$ cat src/design/slab_object_allocator_assert.svh
// Assertion macros for the slab object allocator.
`ifndef SLAB_OBJECT_ALLOCATOR_ASSERT_SVH
`define SLAB_OBJECT_ALLOCATOR_ASSERT_SVH

`ifndef NO_ASSERTIONS

// Condition holds on every clock edge out of reset
`define SOA_ASSERT_HOLDS(label, ck, rn, cond) \
    label: assert property (@(posedge ck) disable iff (!rn) (cond)) \
        else $error("slab allocator check failed");

// Consequent holds in the same cycle as the antecedent
`define SOA_ASSERT_IMPL(label, ck, rn, ante, cons) \
    label: assert property (@(posedge ck) disable iff (!rn) (ante) |-> (cons)) \
        else $error("slab allocator check failed");

// Consequent holds in the cycle after the antecedent
`define SOA_ASSERT_NEXT(label, ck, rn, ante, cons) \
    label: assert property (@(posedge ck) disable iff (!rn) (ante) |=> (cons)) \
        else $error("slab allocator check failed");

`else

`define SOA_ASSERT_HOLDS(label, ck, rn, cond)
`define SOA_ASSERT_IMPL(label, ck, rn, ante, cons)
`define SOA_ASSERT_NEXT(label, ck, rn, ante, cons)

`endif

`endif

$ cat src/design/soa_pkg.sv
// Shared types and codes for the slab object allocator.
`timescale 1ns / 1ps

package soa_pkg;

    // Fixed field widths of the request, response and configuration, and the least slot count
    localparam int CHUNK_FIELD_W = 4;
    localparam int SLOT_FIELD_W  = 6;
    localparam int OPC_W         = 7;
    localparam int PRE_W         = 5;
    localparam int CFG_DATA_W    = 7;
    localparam int MIN_SLOTS     = 2;

    // Configuration register indexes
    localparam logic CFG_OBJECTS_PER_CHUNK = 1'b0;
    localparam logic CFG_PREALLOC_CHUNKS   = 1'b1;

    typedef enum logic [1:0] {
        CMD_ALLOC = 2'd0,
        CMD_FREE  = 2'd1,
        CMD_INIT  = 2'd2,
        CMD_NOP   = 2'd3
    } soa_cmd_t;

    typedef enum logic [1:0] {
        SC_OK         = 2'd0,
        SC_NO_CHUNK   = 2'd1,
        SC_BAD_HANDLE = 2'd2
    } soa_status_t;

    typedef struct packed {
        soa_cmd_t                 command;
        logic [CHUNK_FIELD_W-1:0] chunk_index;
        logic [SLOT_FIELD_W-1:0]  slot_index;
    } soa_req_t;

    typedef struct packed {
        soa_status_t              status;
        logic [CHUNK_FIELD_W-1:0] granted_chunk;
        logic [SLOT_FIELD_W-1:0]  granted_slot;
    } soa_rsp_t;

    // Write controls for the per-chunk table
    typedef struct packed {
        logic head_we;
        logic fresh_we;
        logic cap_we;
        logic ring_set;
        logic ring_clr;
        logic clear_all;
    } soa_tbl_ctl_t;

    typedef enum logic [2:0] {
        S_IDLE,
        S_ALLOC,
        S_POP,
        S_FREE,
        S_FCHK,
        S_INIT,
        S_MAKE,
        S_DONE
    } soa_state_t;

endpackage

$ cat src/design/soa_chunk_table.sv
// Per-chunk state: stack head, fresh count, capacity and deque membership.
`timescale 1ns / 1ps

module soa_chunk_table import soa_pkg::*; #(
    parameter int NUM_CHUNKS = 16,
    parameter int MAX_SLOTS  = 64,
    localparam int CW = (NUM_CHUNKS > 1) ? $clog2(NUM_CHUNKS) : 1,
    localparam int KW = $clog2(MAX_SLOTS + 1),
    localparam int LW = $clog2(MAX_SLOTS + 2)
) (
    input  logic          clk,
    input  logic          rst_n,
    input  soa_tbl_ctl_t  ctl,
    input  logic [CW-1:0] wr_idx,
    input  logic [LW-1:0] wr_head,
    input  logic [KW-1:0] wr_fresh,
    input  logic [KW-1:0] wr_cap,
    input  logic [CW-1:0] rd_idx,
    output logic [LW-1:0] rd_head,
    output logic [KW-1:0] rd_fresh,
    output logic [KW-1:0] rd_cap,
    output logic          rd_in_ring
);

    logic [LW-1:0]         head_reg  [NUM_CHUNKS];
    logic [KW-1:0]         fresh_reg [NUM_CHUNKS];
    logic [KW-1:0]         cap_reg   [NUM_CHUNKS];
    logic [NUM_CHUNKS-1:0] in_ring_reg;

    // Payload fields, written when a chunk is made or its list changes
    always_ff @(posedge clk)
    begin
        if (ctl.head_we)
        begin
            head_reg[wr_idx] <= wr_head;
        end
        if (ctl.fresh_we)
        begin
            fresh_reg[wr_idx] <= wr_fresh;
        end
        if (ctl.cap_we)
        begin
            cap_reg[wr_idx] <= wr_cap;
        end
    end

    // Deque membership, cleared by reset and by init
    always_ff @(posedge clk or negedge rst_n)
    begin
        if (!rst_n)
        begin
            in_ring_reg <= '0;
        end
        else if (ctl.clear_all)
        begin
            in_ring_reg <= '0;
        end
        else if (ctl.ring_set)
        begin
            in_ring_reg[wr_idx] <= 1'b1;
        end
        else if (ctl.ring_clr)
        begin
            in_ring_reg[wr_idx] <= 1'b0;
        end
    end

    assign rd_head    = head_reg[rd_idx];
    assign rd_fresh   = fresh_reg[rd_idx];
    assign rd_cap     = cap_reg[rd_idx];
    assign rd_in_ring = in_ring_reg[rd_idx];

endmodule

$ cat config.mk
export PLATFORM = sky130hd
export DESIGN_NAME = soa_chunk_table
export DESIGN_NICKNAME = d
export VERILOG_FILES = /design/src/design/slab_object_allocator_assert.svh /design/src/design/soa_pkg.sv /design/src/design/soa_chunk_table.sv
export SDC_FILE = /design/constraint.sdc
export NUM_CORES = 1
export LEC_CHECK = 0
export ABC_AREA = 1
export BUFFER_PORTS_ARGS = -buffer_cell sky130_fd_sc_hd__clkbuf_2
export CAP_MARGIN = 20
export CORE_MARGIN = 2
export CORE_UTILIZATION = 50
export DETAILED_ROUTE_END_ITERATION = 6
export HOLD_SLACK_MARGIN = 0.15
export PLACE_DENSITY = 0.67
export SLEW_MARGIN = 5
export SYNTH_ARGS = -nofsm -noshare
export SYNTH_HDL_FRONTEND = slang
export SYNTH_SLANG_ARGS = --single-unit
$ cat constraint.sdc
create_clock -name clk -period 1.4 [get_ports clk]
set_clock_uncertainty 0.2 [all_clocks]
set_input_delay 0 -clock clk [delete_from_list [all_inputs] [get_ports clk]]
set_output_delay 0 -clock clk [all_outputs]
set_load 0.03 [all_outputs]
==> qor.txt <==
Most common cell on crit path - nand3_2
GP Congestion - 0.887
Critical path peak fanout - 1
Max-slew headroom - 60.3%
Area Overhead vs Synth - 24.9%
CP arrival - 1540 ps
Startpoint Class - flop
Via count - 11,200
Worst slew pin tran - 595 ps
H-tree levels - 2
Critical path required time - 1200 ps
Via density - 5.24
Starting density of the core - 51.0%
Reg area - 0.0105 mm2
Die W - 181 um
Final Max Slew Viols - 0
Final setup violation count - 189
Netlist cell types - 16
WL final - 39,000 um
Tot Pwr - 23.8 mW
Area of the multi-input gates - 0.00445 mm2
Peak VDD IR - 850 uV
HP Class - in -> reg
Pleak - 8.53 nW
DP Worst Slack - -48.1 ps
Pin count of the biggest net entering global routing - 66
CP endpoint kind - primary output
Post-synthesis sequential area ratio - 67.1%
CTS Sinks - 352
Failing checks - negative hold slack, negative setup slack
Status - finished, violations left
Root Buffer - clkbuf_16
Syn nets - 1,610
Grt total ovfl - 0
Worst path bufs/invs - 2
CTS buffer count - 38
Drt pass-1 iters - 6
Syn_area_per_cell - 9.95 um2
Shortest period the worst path allows - 1740 ps
DIE AREA - 0.0327 mm2
Final setup margin - -344 ps
Row cnt - 64
Period utilization - 125%
WS Path Type - reg -> out
Final ANT Viol Nets - 0
WL/cell - 18.2 um
Fin Hold WS - -173 ps
Critical path depth - 7
Fmax achieved - 573 MHz
Clock-pin slew on the worst setup and hold paths - 60 ps
PD cells - 1220 mW/mm2
Slowest cell on the critical path - edfxtp_1
Iter 0 DRT Violations - 1,234
First-pass GRT wire length - 59,400 um
Max-Cap Viols - 0
R2R depth - 3
Critical-path cell list - inv_1 > nand2_1 > nand3_1 > nand3_2 > nand3_2 > nand2_2 > buf_8
Share of cells above drive strength 1 - 22.4%
Vias in the first global route - 10,800
Worst hold path stage count - 5
CTS tree - built
Antenna cells - 0
Finished Cell Area - 0.0195 mm2
Chip height - 181 um
Port bufs - 58
Initial antenna violation count - 0
Synthesized area - 0.0156 mm2
Hpwl dp - 23,600 um
Io pins - 59
Hold Fails Final Rpt - 4
FF-to-FF setup slack - 390 ps
Nets - 1,754
Worst-Skew Late Latency - 530 ps
Total GRT Usage - 23.2%
Max Buffers Root-to-Sink - 3
Top delay family on crit path - simple AND/OR/NAND/NOR gates
Placed Instance Area - 0.0168 mm2
Crit path largest cell delay - 370 ps
RSZ-0062 raised after global routing - true
Synth warn - 0
Synthesized instance count - 1,573
#FFs+latches synth - 352
Fillcell total - 2,328
# DRC - 0
Core area - 0.0307 mm2
## through the flow
stage / cells / TNS [ps] / util, %
after floorplan: 1573 / 0 / -
after global placement: 2027 / -1870 / 54.6
after detailed placement: 2027 / -2150 / 54.6
after CTS: 2128 / -13920 / 61.2
after global routing: 2141 / -33120 / 63.7
final: 2141 / -13260 / 63.7
## per-layer routing
layer | vias to the layer above | part of all wire [%] | track usage [%]
met4 | 0 | 2.4 | 6.81
met3 | 76 | 7.5 | 3.75
met2 | 475 | 48 | 36.8
met1 | 5346 | 42 | 33.2
li1 | 5322 | - | -
met5 | - | 0 | 0
## cell usage after synthesis
| library cell | number | share of area, % |
|---|---|---|
| nand2_1 | 470 | 11 |
| edfxtp_1 | 336 | 64 |
| inv_1 | 291 | 7.0 |
| nand3_1 | 264 | 8.4 |
| nor2_1 | 83 | 2.0 |
| buf_2 | 25 | 0.80 |
| clkbuf_1 | 20 | 0.48 |
| buf_4 | 17 | 0.82 |
| a21oi_1 | 16 | 0.51 |
| dfrtp_1 | 16 | 2.6 |
| nor3_1 | 16 | 0.51 |
| buf_6 | 12 | 0.86 |
| buf_1 | 3 | 0.072 |
| inv_4 | 2 | 0.080 |
| buf_8 | 1 | 0.096 |
| clkinv_1 | 1 | 0.024 |
## cell families (layout without fill, tap and decap cells)
kind of cell / after synthesis / in the layout / synth area share (%)
AO/OA/AOI/OAI: 16 / 16 / 0.512
buffers and inverters: 372 / 544 / 10.2
flip-flops: 352 / 352 / 67.1
AND/OR/NAND/NOR: 833 / 833 / 22.2
## layout by cell type (no fill, tap or decap), drive strengths merged
cell type      n
nor3          16
clkbuf        81
buf          104
edfxtp       336
bufinv         3
inv          294
nor2          83
clkinv        16
clkinvlp       3
dfrtp         16
nand3        264
nand2        470
a21oi         16
dlygate4sd3   43
## power breakdown
part           internal [mW]  leakage (nW)  switching, mW
Combinational          0.832          4.68           1.51
Clock                   5.62         0.585           4.01
Sequential              11.8          3.26         0.0542
Total                   18.2          8.53           5.58
## worst paths after layout
path / startpoint / to
setup / recovery: head_reg[1][4] / rd_head[4]
hold / removal: wr_idx[0] / in_ring_reg[13]
setup reg to reg: in_ring_reg[12] / in_ring_reg[12]
hold reg to reg: in_ring_reg[9] / in_ring_reg[9]
max in group asynchronous: rst_n / in_ring_reg[14]
min in group asynchronous: rst_n / in_ring_reg[11]
## area by class of cell
type / count / area share, %
Timing Repair Buffer: 182 / 9.18
Tap cell: 396 / 2.54
Multi-Input combinational cell: 849 / 22.8
Clock inverter: 22 / 1.04
Inverter: 294 / 5.71
Clock buffer: 46 / 5.07
Sequential cell: 352 / 53.7
## tightest hold or removal path, cell delays in order
cell,delay (ps)
clkbuf_2,130
nand2_2,130
nor2_4,60
a21oi_1,130
nor3_1,60
## what timing repair did
item | 4_1_cts | 5_1_grt
pin swaps | 56 | 77
setup buffers | 0 | 3
cloned | 0 | 0
gates resized for setup | 109 | 159
setup endpoints to repair | 22 | 358
hold buffers | 33 | 14
endpoints found under the hold margin | 674 | 65
Power figures use the tool's default switching activity.
